===== src/rtl/fcl_pkg.sv =====
`default_nettype none

package fcl_pkg;

    localparam int DEF_SLOTS = 32;
    localparam int KEY_W     = 32;
    localparam int BYTES_W   = 16;
    localparam int HITS_W    = 16;
    localparam int LOG_W     = 40;
    localparam int THR_W     = 16;
    localparam int CFG_W     = 40;
    localparam int CFG_IDX_W = 1;
    localparam int FUNC_W    = 2;

    localparam logic [FUNC_W-1:0] FN_INSERT      = 2'd0;
    localparam logic [FUNC_W-1:0] FN_FIND        = 2'd1;
    localparam logic [FUNC_W-1:0] FN_READMIT     = 2'd2;
    localparam logic [FUNC_W-1:0] FN_INSERT_SETS = 2'd3;

    localparam logic [1:0] ST_FREE = 2'd0;
    localparam logic [1:0] ST_RES  = 2'd1;
    localparam logic [1:0] ST_PEND = 2'd2;

    localparam logic [CFG_IDX_W-1:0] CFG_CAPACITY  = 1'd0;
    localparam logic [CFG_IDX_W-1:0] CFG_THRESHOLD = 1'd1;

    localparam logic [LOG_W-1:0]  CAP_RESET = 40'd1048576;
    localparam logic [THR_W-1:0]  THR_RESET = 16'd0;
    localparam logic [HITS_W-1:0] HITS_MAX  = '1;

    typedef enum logic [2:0] {
        S_IDLE,
        S_SCAN,
        S_DECIDE,
        S_FL_RD,
        S_FL_EV,
        S_STORE,
        S_FINAL
    } t_state;

    typedef struct packed {
        logic [KEY_W-1:0]   key;
        logic [BYTES_W-1:0] bytes;
        logic [HITS_W-1:0]  hits;
    } t_slot;

    typedef struct packed {
        logic [LOG_W-1:0] cap;
        logic [THR_W-1:0] thr;
    } t_cfg;

    typedef struct packed {
        logic               found;
        logic               accepted;
        logic               evict_valid;
        logic [KEY_W-1:0]   evict_key;
        logic [BYTES_W-1:0] evict_bytes;
        logic [LOG_W-1:0]   used_bytes;
        logic               last;
    } t_res;

endpackage

`default_nettype wire


===== src/rtl/flush_on_full_log_cache.sv =====
// A request is taken only while the block is idle, so a new request waits until the previous
// one has finished its slot memory sweep and handed over its result beats.
// A flush inserts a second sweep over all slots, held back by output stalls; its store state
// takes the place of the final state unless no entry was resident.
// Both sweeps go through the single read port of the slot memory.
// Reset (synchronous, i_rst_n low): all slots free, byte count zero, capacity 1048576,
// readmit threshold zero; slot memory contents are not cleared.
`default_nettype none

module flush_on_full_log_cache import fcl_pkg::*; #(
    parameter int SLOTS = DEF_SLOTS
) (
    input  wire logic                 i_clk,
    input  wire logic                 i_rst_n,
    input  wire logic                 i_cfg_we,
    input  wire logic [CFG_IDX_W-1:0] i_cfg_addr,
    input  wire logic [CFG_W-1:0]     i_cfg_wdata,
    input  wire logic                 s_axis_tvalid,
    output logic                      s_axis_tready,
    input  wire logic [47:0]          s_axis_tdata,   // item_key, item_bytes
    input  wire logic [FUNC_W-1:0]    s_axis_tuser,   // func
    output logic                      m_axis_tvalid,
    input  wire logic                 m_axis_tready,
    output logic [95:0]               m_axis_tdata,   // found, accepted, evict_key,
                                                      // evict_bytes, used_bytes
    output logic                      m_axis_tuser,   // evict_valid
    output logic                      m_axis_tlast
);

    t_cfg r_cfg;
    logic r_out_vld;
    t_res r_out;
    logic res_push;
    t_res res;
    logic res_ready;

    assign res_ready = !r_out_vld || m_axis_tready;

    fcl_seq #(
        .SLOTS(SLOTS)
    ) u_seq (
        .i_clk      (i_clk),
        .i_rst_n    (i_rst_n),
        .i_in_valid (s_axis_tvalid),
        .o_in_ready (s_axis_tready),
        .i_func     (s_axis_tuser),
        .i_key      (s_axis_tdata[31:0]),
        .i_bytes    (s_axis_tdata[47:32]),
        .i_cfg      (r_cfg),
        .o_res_push (res_push),
        .o_res      (res),
        .i_res_ready(res_ready)
    );

    always_ff @(posedge i_clk) begin
        if (!i_rst_n) begin
            r_cfg.cap <= CAP_RESET;
            r_cfg.thr <= THR_RESET;
        end else if (i_cfg_we) begin
            case (i_cfg_addr)
                CFG_CAPACITY:  r_cfg.cap <= i_cfg_wdata[LOG_W-1:0];
                CFG_THRESHOLD: r_cfg.thr <= i_cfg_wdata[THR_W-1:0];
                default: begin
                    r_cfg <= r_cfg;
                end
            endcase
        end
    end

    // hold the result beat until the sink takes it
    always_ff @(posedge i_clk) begin
        if (!i_rst_n) begin
            r_out_vld <= 1'b0;
        end else if (res_push) begin
            r_out_vld <= 1'b1;
        end else if (m_axis_tready) begin
            r_out_vld <= 1'b0;
        end
    end

    always_ff @(posedge i_clk) begin
        if (res_push) begin
            r_out <= res;
        end
    end

    assign m_axis_tvalid = r_out_vld;
    assign m_axis_tdata  = {6'd0, r_out.used_bytes, r_out.evict_bytes, r_out.evict_key,
                            r_out.accepted, r_out.found};
    assign m_axis_tuser  = r_out.evict_valid;
    assign m_axis_tlast  = r_out.last;

endmodule

`default_nettype wire


===== src/rtl/fcl_ram.sv =====
`default_nettype none

module fcl_ram #(
    parameter int WIDTH = 64,
    parameter int DEPTH = 32
) (
    input  wire logic                     i_clk,
    input  wire logic                     i_we,
    input  wire logic [$clog2(DEPTH)-1:0] i_waddr,
    input  wire logic [WIDTH-1:0]         i_wdata,
    input  wire logic                     i_re,
    input  wire logic [$clog2(DEPTH)-1:0] i_raddr,
    output logic      [WIDTH-1:0]         o_rdata
);

    logic [WIDTH-1:0] r_mem [DEPTH];

    always_ff @(posedge i_clk) begin
        if (i_we) begin
            r_mem[i_waddr] <= i_wdata;
        end
        if (i_re) begin
            o_rdata <= r_mem[i_raddr];
        end
    end

endmodule

`default_nettype wire


===== src/rtl/fcl_seq.sv =====
`default_nettype none

module fcl_seq import fcl_pkg::*; #(
    parameter int SLOTS = DEF_SLOTS
) (
    input  wire logic               i_clk,
    input  wire logic               i_rst_n,
    input  wire logic               i_in_valid,
    output logic                    o_in_ready,
    input  wire logic [FUNC_W-1:0]  i_func,
    input  wire logic [KEY_W-1:0]   i_key,
    input  wire logic [BYTES_W-1:0] i_bytes,
    input  wire t_cfg               i_cfg,
    output logic                    o_res_push,
    output t_res                    o_res,
    input  wire logic               i_res_ready
);

    localparam int IW = $clog2(SLOTS);
    localparam logic [IW-1:0] LAST = IW'(SLOTS - 1);

    t_state r_state, n_state;

    logic [FUNC_W-1:0]  r_func, n_func;
    logic [KEY_W-1:0]   r_key, n_key;
    logic [BYTES_W-1:0] r_bytes, n_bytes;
    logic [IW-1:0]      r_idx, n_idx;
    logic               r_rd_vld, n_rd_vld;
    logic [IW-1:0]      r_rd_idx, n_rd_idx;
    logic               r_r_hit, n_r_hit;
    logic [IW-1:0]      r_r_idx, n_r_idx;
    logic [BYTES_W-1:0] r_r_bytes, n_r_bytes;
    logic [HITS_W-1:0]  r_r_hits, n_r_hits;
    logic               r_p_hit, n_p_hit;
    logic [IW-1:0]      r_p_idx, n_p_idx;
    logic [HITS_W-1:0]  r_p_hits, n_p_hits;
    logic               r_f_hit, n_f_hit;
    logic [IW-1:0]      r_f_idx, n_f_idx;
    logic               r_any_res, n_any_res;
    logic [IW-1:0]      r_last_res, n_last_res;
    logic               r_nf_hit, n_nf_hit;
    logic [IW-1:0]      r_nf_idx, n_nf_idx;
    logic               r_np_hit, n_np_hit;
    logic [IW-1:0]      r_np_idx, n_np_idx;
    logic [LOG_W-1:0]   r_log, n_log;
    logic               r_found, n_found;
    logic               r_acc, n_acc;
    logic [1:0]         r_status [SLOTS];

    logic              ram_we;
    logic [IW-1:0]     ram_waddr;
    t_slot             ram_wdata;
    logic              ram_re;
    logic [IW-1:0]     ram_raddr;
    logic [$bits(t_slot)-1:0] ram_rdata;
    t_slot             ram_q;

    logic              st_we;
    logic [IW-1:0]     st_waddr;
    logic [1:0]        st_wdata;
    logic [IW-1:0]     st_ridx;
    logic [1:0]        rd_status;

    logic [LOG_W:0]    sum;
    logic              fit_le;
    logic              fit_lt;
    logic              do_flush;
    logic              thr_on;

    logic              dec_ram_we;
    logic [IW-1:0]     dec_ram_addr;
    t_slot             dec_ram_data;
    logic              dec_st_we;
    logic [IW-1:0]     dec_st_addr;
    logic [1:0]        dec_st_data;
    logic              dec_add;
    logic              dec_found;
    logic              dec_acc;

    logic              ev_res;
    logic [1:0]        ev_ns;
    logic              ev_go;
    logic [IW-1:0]     store_idx;

    fcl_ram #(
        .WIDTH($bits(t_slot)),
        .DEPTH(SLOTS)
    ) u_ram (
        .i_clk  (i_clk),
        .i_we   (ram_we),
        .i_waddr(ram_waddr),
        .i_wdata(ram_wdata),
        .i_re   (ram_re),
        .i_raddr(ram_raddr),
        .o_rdata(ram_rdata)
    );

    assign ram_q     = t_slot'(ram_rdata);
    assign st_ridx   = (r_state == S_FL_EV) ? r_idx : r_rd_idx;
    assign rd_status = r_status[st_ridx];
    assign thr_on    = (i_cfg.thr != '0);

    assign sum      = {1'b0, r_log} + (LOG_W + 1)'(r_bytes);
    assign fit_le   = (sum <= {1'b0, i_cfg.cap});
    assign fit_lt   = (sum <  {1'b0, i_cfg.cap});
    assign do_flush = (r_func == FN_INSERT) && (!fit_le || (!r_r_hit && !r_f_hit));

    assign ev_res = (rd_status == ST_RES);
    assign ev_go  = !ev_res || i_res_ready;
    always_comb begin
        if (ev_res) begin
            ev_ns = thr_on ? ST_PEND : ST_FREE;
        end else if (rd_status == ST_PEND) begin
            ev_ns = ST_FREE;
        end else begin
            ev_ns = rd_status;
        end
    end

    always_comb begin
        if (r_nf_hit) begin
            store_idx = r_nf_idx;
        end else if (r_np_hit) begin
            store_idx = r_np_idx;
        end else begin
            store_idx = '0;
        end
    end

    always_comb begin
        dec_ram_we   = 1'b0;
        dec_ram_addr = r_r_idx;
        dec_ram_data = '{key: r_key, bytes: r_r_bytes, hits: '0};
        dec_st_we    = 1'b0;
        dec_st_addr  = r_p_idx;
        dec_st_data  = ST_FREE;
        dec_add      = 1'b0;
        dec_found    = 1'b0;
        dec_acc      = 1'b0;
        case (r_func)
            FN_INSERT: begin
                dec_acc = 1'b1;
                dec_add = 1'b1;
                dec_ram_we = 1'b1;
                if (!r_r_hit) begin
                    dec_ram_addr = r_f_idx;
                    dec_ram_data = '{key: r_key, bytes: r_bytes, hits: '0};
                    dec_st_we    = 1'b1;
                    dec_st_addr  = r_f_idx;
                    dec_st_data  = ST_RES;
                end
            end
            FN_FIND: begin
                if (r_r_hit) begin
                    dec_found  = 1'b1;
                    dec_ram_we = 1'b1;
                    dec_ram_data.hits = (r_r_hits == HITS_MAX) ? r_r_hits
                                                               : r_r_hits + 16'd1;
                end
            end
            FN_READMIT: begin
                if (thr_on && r_p_hit) begin
                    dec_st_we = 1'b1;
                    if ((r_p_hits > i_cfg.thr) && fit_lt) begin
                        dec_acc    = 1'b1;
                        dec_add    = 1'b1;
                        dec_ram_we = 1'b1;
                        if (!r_r_hit) begin
                            dec_ram_addr = r_p_idx;
                            dec_ram_data = '{key: r_key, bytes: r_bytes, hits: '0};
                            dec_st_data  = ST_RES;
                        end
                    end
                end
            end
            FN_INSERT_SETS: begin
                if (fit_le && (r_r_hit || r_f_hit)) begin
                    dec_acc    = 1'b1;
                    dec_add    = 1'b1;
                    dec_ram_we = 1'b1;
                    if (!r_r_hit) begin
                        dec_ram_addr = r_f_idx;
                        dec_ram_data = '{key: r_key, bytes: r_bytes, hits: '0};
                        dec_st_we    = 1'b1;
                        dec_st_addr  = r_f_idx;
                        dec_st_data  = ST_RES;
                    end
                end
            end
            default: begin
                dec_acc = 1'b0;
            end
        endcase
    end

    always_comb begin
        n_state = r_state;
        case (r_state)
            S_IDLE: begin
                if (i_in_valid) begin
                    n_state = S_SCAN;
                end
            end
            S_SCAN: begin
                if (r_rd_vld && (r_rd_idx == LAST)) begin
                    n_state = S_DECIDE;
                end
            end
            S_DECIDE: begin
                n_state = do_flush ? S_FL_RD : S_FINAL;
            end
            S_FL_RD: begin
                n_state = S_FL_EV;
            end
            S_FL_EV: begin
                if (ev_go) begin
                    n_state = (r_idx == LAST) ? S_STORE : S_FL_RD;
                end
            end
            S_STORE: begin
                n_state = r_any_res ? S_IDLE : S_FINAL;
            end
            S_FINAL: begin
                if (i_res_ready) begin
                    n_state = S_IDLE;
                end
            end
            default: begin
                n_state = S_IDLE;
            end
        endcase
    end

    always_comb begin
        o_in_ready = 1'b0;
        o_res_push = 1'b0;
        o_res      = '0;
        ram_we     = 1'b0;
        ram_waddr  = dec_ram_addr;
        ram_wdata  = dec_ram_data;
        ram_re     = 1'b0;
        ram_raddr  = r_idx;
        st_we      = 1'b0;
        st_waddr   = r_idx;
        st_wdata   = ev_ns;
        case (r_state)
            S_IDLE: begin
                o_in_ready = 1'b1;
            end
            S_SCAN: begin
                ram_re = 1'b1;
            end
            S_DECIDE: begin
                if (!do_flush) begin
                    ram_we   = dec_ram_we;
                    st_we    = dec_st_we;
                    st_waddr = dec_st_addr;
                    st_wdata = dec_st_data;
                end
            end
            S_FL_RD: begin
                ram_re = 1'b1;
            end
            S_FL_EV: begin
                st_we                = ev_go;
                o_res_push           = ev_res && i_res_ready;
                o_res.evict_valid    = 1'b1;
                o_res.evict_key      = ram_q.key;
                o_res.evict_bytes    = ram_q.bytes;
                o_res.used_bytes     = LOG_W'(r_bytes);
                o_res.last           = (r_idx == r_last_res);
                o_res.accepted       = (r_idx == r_last_res);
            end
            S_STORE: begin
                ram_we    = 1'b1;
                ram_waddr = store_idx;
                ram_wdata = '{key: r_key, bytes: r_bytes, hits: '0};
                st_we     = 1'b1;
                st_waddr  = store_idx;
                st_wdata  = ST_RES;
            end
            S_FINAL: begin
                o_res_push       = i_res_ready;
                o_res.found      = r_found;
                o_res.accepted   = r_acc;
                o_res.used_bytes = r_log;
                o_res.last       = 1'b1;
            end
            default: begin
                o_in_ready = 1'b0;
            end
        endcase
    end

    always_comb begin
        n_func     = r_func;
        n_key      = r_key;
        n_bytes    = r_bytes;
        n_idx      = r_idx;
        n_rd_vld   = r_rd_vld;
        n_rd_idx   = r_rd_idx;
        n_r_hit    = r_r_hit;
        n_r_idx    = r_r_idx;
        n_r_bytes  = r_r_bytes;
        n_r_hits   = r_r_hits;
        n_p_hit    = r_p_hit;
        n_p_idx    = r_p_idx;
        n_p_hits   = r_p_hits;
        n_f_hit    = r_f_hit;
        n_f_idx    = r_f_idx;
        n_any_res  = r_any_res;
        n_last_res = r_last_res;
        n_nf_hit   = r_nf_hit;
        n_nf_idx   = r_nf_idx;
        n_np_hit   = r_np_hit;
        n_np_idx   = r_np_idx;
        n_log      = r_log;
        n_found    = r_found;
        n_acc      = r_acc;
        case (r_state)
            S_IDLE: begin
                if (i_in_valid) begin
                    n_func    = i_func;
                    n_key     = i_key;
                    n_bytes   = i_bytes;
                    n_idx     = '0;
                    n_rd_vld  = 1'b0;
                    n_r_hit   = 1'b0;
                    n_p_hit   = 1'b0;
                    n_f_hit   = 1'b0;
                    n_any_res = 1'b0;
                end
            end
            S_SCAN: begin
                n_rd_vld = 1'b1;
                n_rd_idx = r_idx;
                if (r_idx != LAST) begin
                    n_idx = r_idx + IW'(1);
                end
                if (r_rd_vld) begin
                    if (rd_status == ST_RES) begin
                        n_any_res  = 1'b1;
                        n_last_res = r_rd_idx;
                        if (!r_r_hit && (ram_q.key == r_key)) begin
                            n_r_hit   = 1'b1;
                            n_r_idx   = r_rd_idx;
                            n_r_bytes = ram_q.bytes;
                            n_r_hits  = ram_q.hits;
                        end
                    end
                    if ((rd_status == ST_PEND) && !r_p_hit && (ram_q.key == r_key)) begin
                        n_p_hit  = 1'b1;
                        n_p_idx  = r_rd_idx;
                        n_p_hits = ram_q.hits;
                    end
                    if ((rd_status == ST_FREE) && !r_f_hit) begin
                        n_f_hit = 1'b1;
                        n_f_idx = r_rd_idx;
                    end
                end
            end
            S_DECIDE: begin
                if (do_flush) begin
                    n_idx    = '0;
                    n_nf_hit = 1'b0;
                    n_np_hit = 1'b0;
                end else begin
                    n_found = dec_found;
                    n_acc   = dec_acc;
                    if (dec_add) begin
                        n_log = sum[LOG_W-1:0];
                    end
                end
            end
            S_FL_EV: begin
                if (ev_go) begin
                    if ((ev_ns == ST_FREE) && !r_nf_hit) begin
                        n_nf_hit = 1'b1;
                        n_nf_idx = r_idx;
                    end
                    if ((ev_ns == ST_PEND) && !r_np_hit) begin
                        n_np_hit = 1'b1;
                        n_np_idx = r_idx;
                    end
                    if (r_idx != LAST) begin
                        n_idx = r_idx + IW'(1);
                    end
                end
            end
            S_STORE: begin
                n_log   = LOG_W'(r_bytes);
                n_found = 1'b0;
                n_acc   = 1'b1;
            end
            default: begin
                n_log = r_log;
            end
        endcase
    end

    always_ff @(posedge i_clk) begin
        if (!i_rst_n) begin
            r_state  <= S_IDLE;
            r_rd_vld <= 1'b0;
            r_log    <= '0;
            for (int i = 0; i < SLOTS; i++) begin
                r_status[i] <= ST_FREE;
            end
        end else begin
            r_state  <= n_state;
            r_rd_vld <= n_rd_vld;
            r_log    <= n_log;
            if (st_we) begin
                r_status[st_waddr] <= st_wdata;
            end
        end
    end

    always_ff @(posedge i_clk) begin
        r_func     <= n_func;
        r_key      <= n_key;
        r_bytes    <= n_bytes;
        r_idx      <= n_idx;
        r_rd_idx   <= n_rd_idx;
        r_r_hit    <= n_r_hit;
        r_r_idx    <= n_r_idx;
        r_r_bytes  <= n_r_bytes;
        r_r_hits   <= n_r_hits;
        r_p_hit    <= n_p_hit;
        r_p_idx    <= n_p_idx;
        r_p_hits   <= n_p_hits;
        r_f_hit    <= n_f_hit;
        r_f_idx    <= n_f_idx;
        r_any_res  <= n_any_res;
        r_last_res <= n_last_res;
        r_nf_hit   <= n_nf_hit;
        r_nf_idx   <= n_nf_idx;
        r_np_hit   <= n_np_hit;
        r_np_idx   <= n_np_idx;
        r_found    <= n_found;
        r_acc      <= n_acc;
    end

    a_push_ready: assert property (@(posedge i_clk) disable iff (!i_rst_n)
        o_res_push |-> i_res_ready)
        else $error("result beat pushed while output stage full");

    a_accept_scan: assert property (@(posedge i_clk) disable iff (!i_rst_n)
        (r_state == S_IDLE && i_in_valid) |=> (r_state == S_SCAN && !r_rd_vld))
        else $error("accepted beat did not start a clean scan");

    a_evict_src: assert property (@(posedge i_clk) disable iff (!i_rst_n)
        (o_res_push && o_res.evict_valid) |->
            (r_state == S_FL_EV && o_res.used_bytes == LOG_W'(r_bytes)))
        else $error("eviction beat outside flush sweep or with wrong byte count");

    a_store_log: assert property (@(posedge i_clk) disable iff (!i_rst_n)
        (r_state == S_STORE) |=> (r_log == LOG_W'($past(r_bytes))))
        else $error("byte count not restarted after flush");

endmodule

`default_nettype wire


===== config.mk =====
export PLATFORM = sky130hd
export DESIGN_NAME = flush_on_full_log_cache
export DESIGN_NICKNAME = d
export VERILOG_FILES = /design/src/rtl/fcl_pkg.sv /design/src/rtl/flush_on_full_log_cache.sv /design/src/rtl/fcl_ram.sv /design/src/rtl/fcl_seq.sv
export SDC_FILE = /design/constraint.sdc
export NUM_CORES = 2
export LEC_CHECK = 0
export ABC_AREA = 1
export BUFFER_PORTS_ARGS = -buffer_cell sky130_fd_sc_hd__buf_2
export CAP_MARGIN = 25
export CORE_MARGIN = 3
export CORE_UTILIZATION = 50
export DETAILED_ROUTE_END_ITERATION = 7
export PLACE_DENSITY_LB_ADDON = 0.12
export SYNTH_ARGS = -nofsm -noshare
export SYNTH_HDL_FRONTEND = slang
export SYNTH_SLANG_ARGS = --single-unit

===== constraint.sdc =====
create_clock -name i_clk -period 21.7 [get_ports i_clk]
set_input_delay 6.51 -clock i_clk [delete_from_list [all_inputs] [get_ports i_clk]]
set_output_delay 6.51 -clock i_clk [all_outputs]
set_load 0.01 [all_outputs]

# Word level (Yosys, flattened, before mapping)
# Memories as Yosys holds them, arrays and structs flattened. A register that Yosys moved wholly into a read port is not among the register bits.
# Cells that the tools add are included.
# Widths: inputs -> output; s select.
# totals
reg_bits,339
ramBits,2112
inputBits,96
output_inout_bits,100
wordCells,241
mem_count,2
# op_classes
addsub,3
order_cmp,3
eq_ne,32
n_mux,108
bitwise_logic,1
reduce_logical,57
# mem_list
memory,depth,width,read_ports,rd_clocked_by_memory_dff,wr,line_no,text
u_seq.u_ram.r_mem,32,64,1,1,1,fcl_ram.sv:16,logic [WIDTH-1:0] r_mem [DEPTH];
u_seq.r_status,32,2,1,0,32,fcl_seq.sv:48,logic [1:0] r_status [SLOTS];
# op_table
operator,count
$mux 32,5
$mux 5,17
$pmux 41 s2,1
$mux 40,2
$pmux 40 s2,1
$pmux 16 s4,1
$mux 49,1
$pmux 16 s3,1
$add 40x16->41,1
$le 41x40->1,1
$lt 41x40->1,1
$mux 1,41
$eq 32x32->1,1
$mux 16,2
$reduce_and 4->1,8
$pmux 1 s2,12
$mux 3,7
$pmux 3 s7,1
$ne 2x1->1 const B,10
$pmux 5 s2,2
$pmux 5 s4,1
$reduce_and 3->1,6
$add 16x1->16 const B,1
$eq 16x16->1 const B,1
29 further kinds,79

# Depth between registers and ports, before layout
# depth
depth_word,12
depth_mapped,37
depth_no_buf,36

# Hierarchy
# A second synthesis with hierarchy kept.
# unflattened
hier_cells,9316
area_unflattened_um2,105337.3
# by_module_without_submodules
mod,n_inst,cells_each,area_each_um2,seq_area_each_um2
fcl_ram,1,6768,83662.7,63420.8
fcl_seq,1,2114,16555.9,7186.9
flush_on_full_log_cache,1,434,5118.7,3903.7

# Worst setup path after synthesis
# OpenSTA, ideal clock, no wires.
# synth_timing
path_type,input-to-reg
start,in m_axis_tready
end,reg r_out (netlist bit m_axis_tdata[0]) (enable)
setup_time_ps,574
arrival_time_ps,11056
t_required_ps,21126
path_slack_ps,10069
path_stages,2
n_path_buf,0
path_cell_list,nor2_1 > a21oi_1
# synth_via
elab_chain_len,3
# synth_lines
item,line_no,text
from (decl),flush_on_full_log_cache.sv:23,"input wire logic m_axis_tready,"
$logic_or 1x1->1 (*),flush_on_full_log_cache.sv:37,assign res_ready = !r_out_vld || m_axis_tready;
$logic_and 1x1->1,fcl_seq.sv:266,o_res_push = ev_res && i_res_ready;
$pmux 1 s2 (*),fcl_seq.sv:246,case (r_state)
named net res_push,flush_on_full_log_cache.sv:33,logic res_push;
to (signal assigned),flush_on_full_log_cache.sv:83,r_out <= res;
to (decl),flush_on_full_log_cache.sv:32,t_res r_out;
# The timed path passes the listed nets; every way through them passes the cells marked *.
# A chain may end at the register's enable or synchronous reset.

# Final worst setup path
# layout_timing
start,reg u_seq.r_bytes[2]
end,mem u_seq.u_ram.r_mem[24][35] (enable)
# layout_via
elab_chain_len,10
elab_cells_between_ends,21
classes_between,1 x add/sub; 2 x order compare; 13 x mux; 5 x reduce/logical
# layout_lines
item,line_no,text
from (decl),fcl_seq.sv:26,"logic [BYTES_W-1:0] r_bytes, n_bytes;"
from (signal assigned),fcl_seq.sv:422,r_bytes <= n_bytes;
$add 40x16->41 (*),fcl_seq.sv:103,"assign sum = {1'b0, r_log} + (LOG_W + 1)'(r_bytes);"
$lt 41x40->1,fcl_seq.sv:105,"assign fit_lt = (sum < {1'b0, i_cfg.cap});"
$logic_and 1x1->1,fcl_seq.sv:164,if ((r_p_hits > i_cfg.thr) && fit_lt) begin
$mux 1,fcl_seq.sv:164,
$mux 1,fcl_seq.sv:162,if (thr_on && r_p_hit) begin
$pmux 1 s4,fcl_seq.sv:140,case (r_func)
$mux 1,fcl_seq.sv:254,if (!do_flush) begin
$pmux 1 s2,fcl_seq.sv:246,
$mux 1,fcl_ram.sv:19,if (i_we) begin
$mux 1 (not written as such),fcl_ram.sv:20,r_mem[i_waddr] <= i_wdata;
to (decl),fcl_ram.sv:16,
# Every way passes the cells marked *; elsewhere a longest branch is shown, timed or not.

==> summary.txt <==
CTS
  • Post-cts sizing count: 0
  • CTS tree: yes
  • Skew-Pair Late Insertion Delay: roughly 0.93 ns
  • Number of buffers inserted by hold repair at cts: 0
  • Clock slew at the register clock pins of the worst setup and hold paths: around 0.06 ns
  • Root Buffer: clkbuf_16
  • CTS buffer count: 278
  • Sink count of the clock tree: approximately 2500
  • Buffer depth of the longest clock path: 4
  • # H-tree levels: 5
  • Post-CTS Setup Bufs: 0

Logic synthesis
  • Share of the synthesized area in the top cell type: slightly above 70%
  • Top cells by area in the synthesized netlist: edfxtp_1 (71%), o21ai_0 (6.3%), nor2_1 (5.0%)
  • Distinct cell type count after synthesis: 60
  • Proportion of register bits with asynchronous set or reset after synthesis: 0%
  • Leading register cell type out of synthesis: edfxtp_1
  • Number of warnings printed during yosys synthesis: 0
  • Number of instances in the synthesized netlist: approximately 8100
  • Most area-hungry cell type in the Yosys netlist: edfxtp_1
  • Avg Synthesized Cell Area: around 13 um^2
  • Summed instance area of the synthesized netlist: about 0.1 mm^2
  • Part of the Yosys area used for sequential elements: approximately three quarters
  • Number of synthesized register bits: around 2500
  • Number of flops mapped to enable cells by yosys: 2414

Setup path
  • Kind of critical path: reg2reg
  • Launch point of the worst path: u_seq.r_bytes[2]
  • Reg2reg path depth: 30
  • Critical R2R Launch: u_seq.r_bytes[2]
  • Library cell contributing the largest single delay on the critical path: nor2_4
  • Delay of the slowest critical-path stage: 1.03 ns
  • Critical path data required time: between 20 and 25 ns
  • Setup crit start kind: flop
  • Maximum fanout count along the critical path: 43
  • Minimum setup slack among reg-to-reg paths: ~13 ns
  • CP Data Arrival Time: 9.26 ns
  • Cell repeated most along the worst path: nand2_1
  • Critical Path End Type: flop
  • Endpoint of the lowest-slack register-to-register path: u_seq.u_ram.r_mem[24][35]

Power and ir drop
  • Leakage component of the power: 38.27 nW
  • Maximum vdd drop: approximately 110 uV
  • Net switching share of the total power: ~36%
  • Share of power burned in combinational logic: 30.2%
  • Sequential share of power: roughly two fifths
  • Power share of the clock group: between 20% and 30%
  • Internal power contribution: approximately 9.5 mW
  • Power density over cell area: approximately 130 mW/mm^2
  • Reported net switching power: about 5.3 mW

Die
  • Initial cell density of the core: ~50%
  • DIE HEIGHT: between 400 and 500 um
  • Total I/O pin count: just under 200
  • Total die area: between 0.2 and 0.25 mm^2
  • Core Region: around 0.2 mm^2
  • Num rows: about 170
  • Horizontal extent of the die: around 460 um

STA
  • RSZ-0062 raised after global routing: no
  • Final setup TNS: 0 ns
  • Transition time at the pin with the least slew margin: 1.132 ns
  • Final clock skew: 0.04861 ns
  • F_max: between 0.1 and 0.15 GHz
  • Final Hold Violating Endpoints: 0
  • Final Setup Violations: 0
  • Crit share post-route: around two fifths
  • Final critical delay including setup and external delays: between 8 and 9 ns
  • Final Hold Slack: 0.4563 ns
  • Slew Viols, Final: 0
  • Worst rel slew slack: 24.55%

Detailed routing
  • Routed via count divided by cell count: slightly above 6
  • Count of nets left with antenna violations after detail routing: 0
  • Number of search-and-repair iterations in the first detailed-routing pass: 6
  • DR vias: just under 70000
  • DRC violations left: 0
  • Post-Route WL: roughly 300000 um
  • Average wire length per cell after detail routing: 27.21 um
  • Violation count after the first detailed-routing iteration: between 9000 and 10000

Cells and area
  • Layout cells sized above 1: between 10 and 15%
  • Number of cells in the finished layout apart from fillers: about 11000
  • FF/Latch Area: between 0.07 and 0.08 mm^2
  • Final standard cell utilization of the core: 56.63%
  • Final net count: approximately 8400
  • Most frequent cells in the layout: edfxtp_1 (2414), nor2_1 (1315), o21ai_0 (1268)
  • Area growth syn-to-layout: 12.49%
  • Fill cell instance count of the final layout: around 17000
  • Multi-input logic area: roughly 0.024 mm^2
  • Final cell area excluding filler cells: approximately 0.11 mm^2
  • Leading cell type in the layout, fill and taps excluded: edfxtp_1

GRT
  • Global routing's busiest layer: met2
  • First-pass GRT wire length: about 440000 um
  • Remaining global-route overflow: 0
  • GRT met3 Usage: just under 5%
  • Number of antenna violations at the first check in global routing: 8
  • Overall Global Routing Usage: between 20% and 30%
  • Met1 Usage GRT: 40.76%
  • Number of global-route vias before repair: 64750
  • GR Util met2: 44.79%
  • Largest net degree at the start of global routing: 205

Hold path
  • Startpoint of the lowest-slack hold path: u_seq.u_ram.o_rdata[26]
  • Worst hold endpoint: u_seq.r_r_bytes[10]
  • Path category of the worst min-delay check: reg2reg
  • Cell depth of the worst hold path: 0

Place
  • Cell total after placement: roughly 11000
  • Placer Congestion: 0.8786
  • Number of buffers added on ports: roughly 190
  • Post-detailed-placement half-perimeter wirelength: between 150000 and 200000 um
  • Area post-placement: 0.1061 mm^2

Run status
  • Run status: finished, final reports clean

Job
  • Maximum Capacitance Violations: 0
## area by class of cell
type / count / share of cell area, %
Antenna cell: 3 / 0.006552
Clock buffer: 359 / 6.513
Clock inverter: 108 / 0.7382
Inverter: 330 / 1.111
Multi-Input combinational cell: 4727 / 21.35
Sequential cell: 2515 / 65.03
Tap cell: 2672 / 2.918
Timing Repair Buffer: 381 / 2.333
## Yosys cell counts (49+ instances only)
cell type / count
a21oi_1: 207
clkbuf_1: 478
dfxtp_1: 101
edfxtp_1: 2414
ha_1: 79
inv_1: 324
nand2_1: 608
nand3_1: 209
nand4_1: 49
nor2_1: 1352
nor3_1: 50
o211ai_1: 54
o21ai_0: 1284
o221ai_1: 168
o22ai_1: 350
## power groups by stage
stage	Clock, mW	Sequential (mW)	Combinational (mW)
floorplan	0	6.02	2.67
global placement	0	6.04	4.33
detailed placement	0	6.03	4.40
CTS	4.47	5.93	4.42
global route	4.67	5.93	4.85
finish	4.41	5.93	4.47
## worst max-delay path by stage
stage | depth (start not counted) | endpoint
finish | 30 | u_seq.u_ram.r_mem[24][35]
global route | 30 | u_seq.u_ram.r_mem[24][2]
CTS | 30 | u_seq.u_ram.r_mem[24][2]
detailed placement | 6 | u_seq.r_status[5][0]
global placement | 30 | u_seq.u_ram.r_mem[24][16]
floorplan | 2 | m_axis_tdata[0]
## routing by layer
metal	wire [um]	up-vias	share of wire, %
met1	125100	34560	41
li1	-	30140	-
met3	27670	451	9.2
met4	7334	6	2.4
met5	45	-	0.015
met2	141800	3235	47
## stage by stage
| step | worst slack, ns | total power [mW] |
|---|---|---|
| 6_report | 12.96 | 14.81 |
| 5_1_grt | 12.31 | 15.45 |
| 4_1_cts | 12.94 | 14.81 |
| 3_5_place_dp | 12.78 | 10.43 |
| 3_3_place_gp | 12.92 | 10.36 |
| 2_1_floorplan | 10.07 | 8.696 |
## sequential cells by signal (all words and copies together), names as in the netlist, 2 cells and up
signal	count
u_seq.r_status	64
u_seq.r_idx	5
u_seq.r_r_bytes	16
u_seq.r_nf_idx	5
u_seq.r_log	40
u_seq.r_key	32
u_seq.r_state	3
u_seq.r_np_idx	5
u_seq.r_last_res	5
u_seq.u_ram.o_rdata	64
r_cfg	56
u_seq.r_bytes	16
u_seq.r_f_idx	5
u_seq.r_func	2
u_seq.r_rd_idx	5
m_axis_tdata	90
u_seq.u_ram.r_mem	2048
u_seq.r_p_idx	5
u_seq.r_r_idx	5
u_seq.r_r_hits	16
u_seq.r_p_hits	16
## cells by family (layout without fill, tap and decap cells)
family                   after synthesis  count (layout)  share of synthesized area [%]
XOR/XNOR                              67              67                         0.5762
AND/OR/NAND/NOR                     2356            2356                          9.464
buffers and inverters                864            1178                          3.265
flip-flops                          2515            2515                          73.16
AO/OA/AOI/OAI                       2218            2218                          12.54
adder cells (fa/ha/maj)               80              80                         0.9902
other                                  1               9                       0.003682
## critical path: cells and delay by family (launching register included)
family	cells	cell delay, ns
AND/OR/NAND/NOR	18	3.68
buffers and inverters	3	1.78
AO/OA/AOI/OAI	6	1.56
adder cells (fa/ha/maj)	2	0.68
flip-flops	1	0.40
XOR/XNOR	1	0.16
Note: power is estimated with default switching activity, not from simulation.
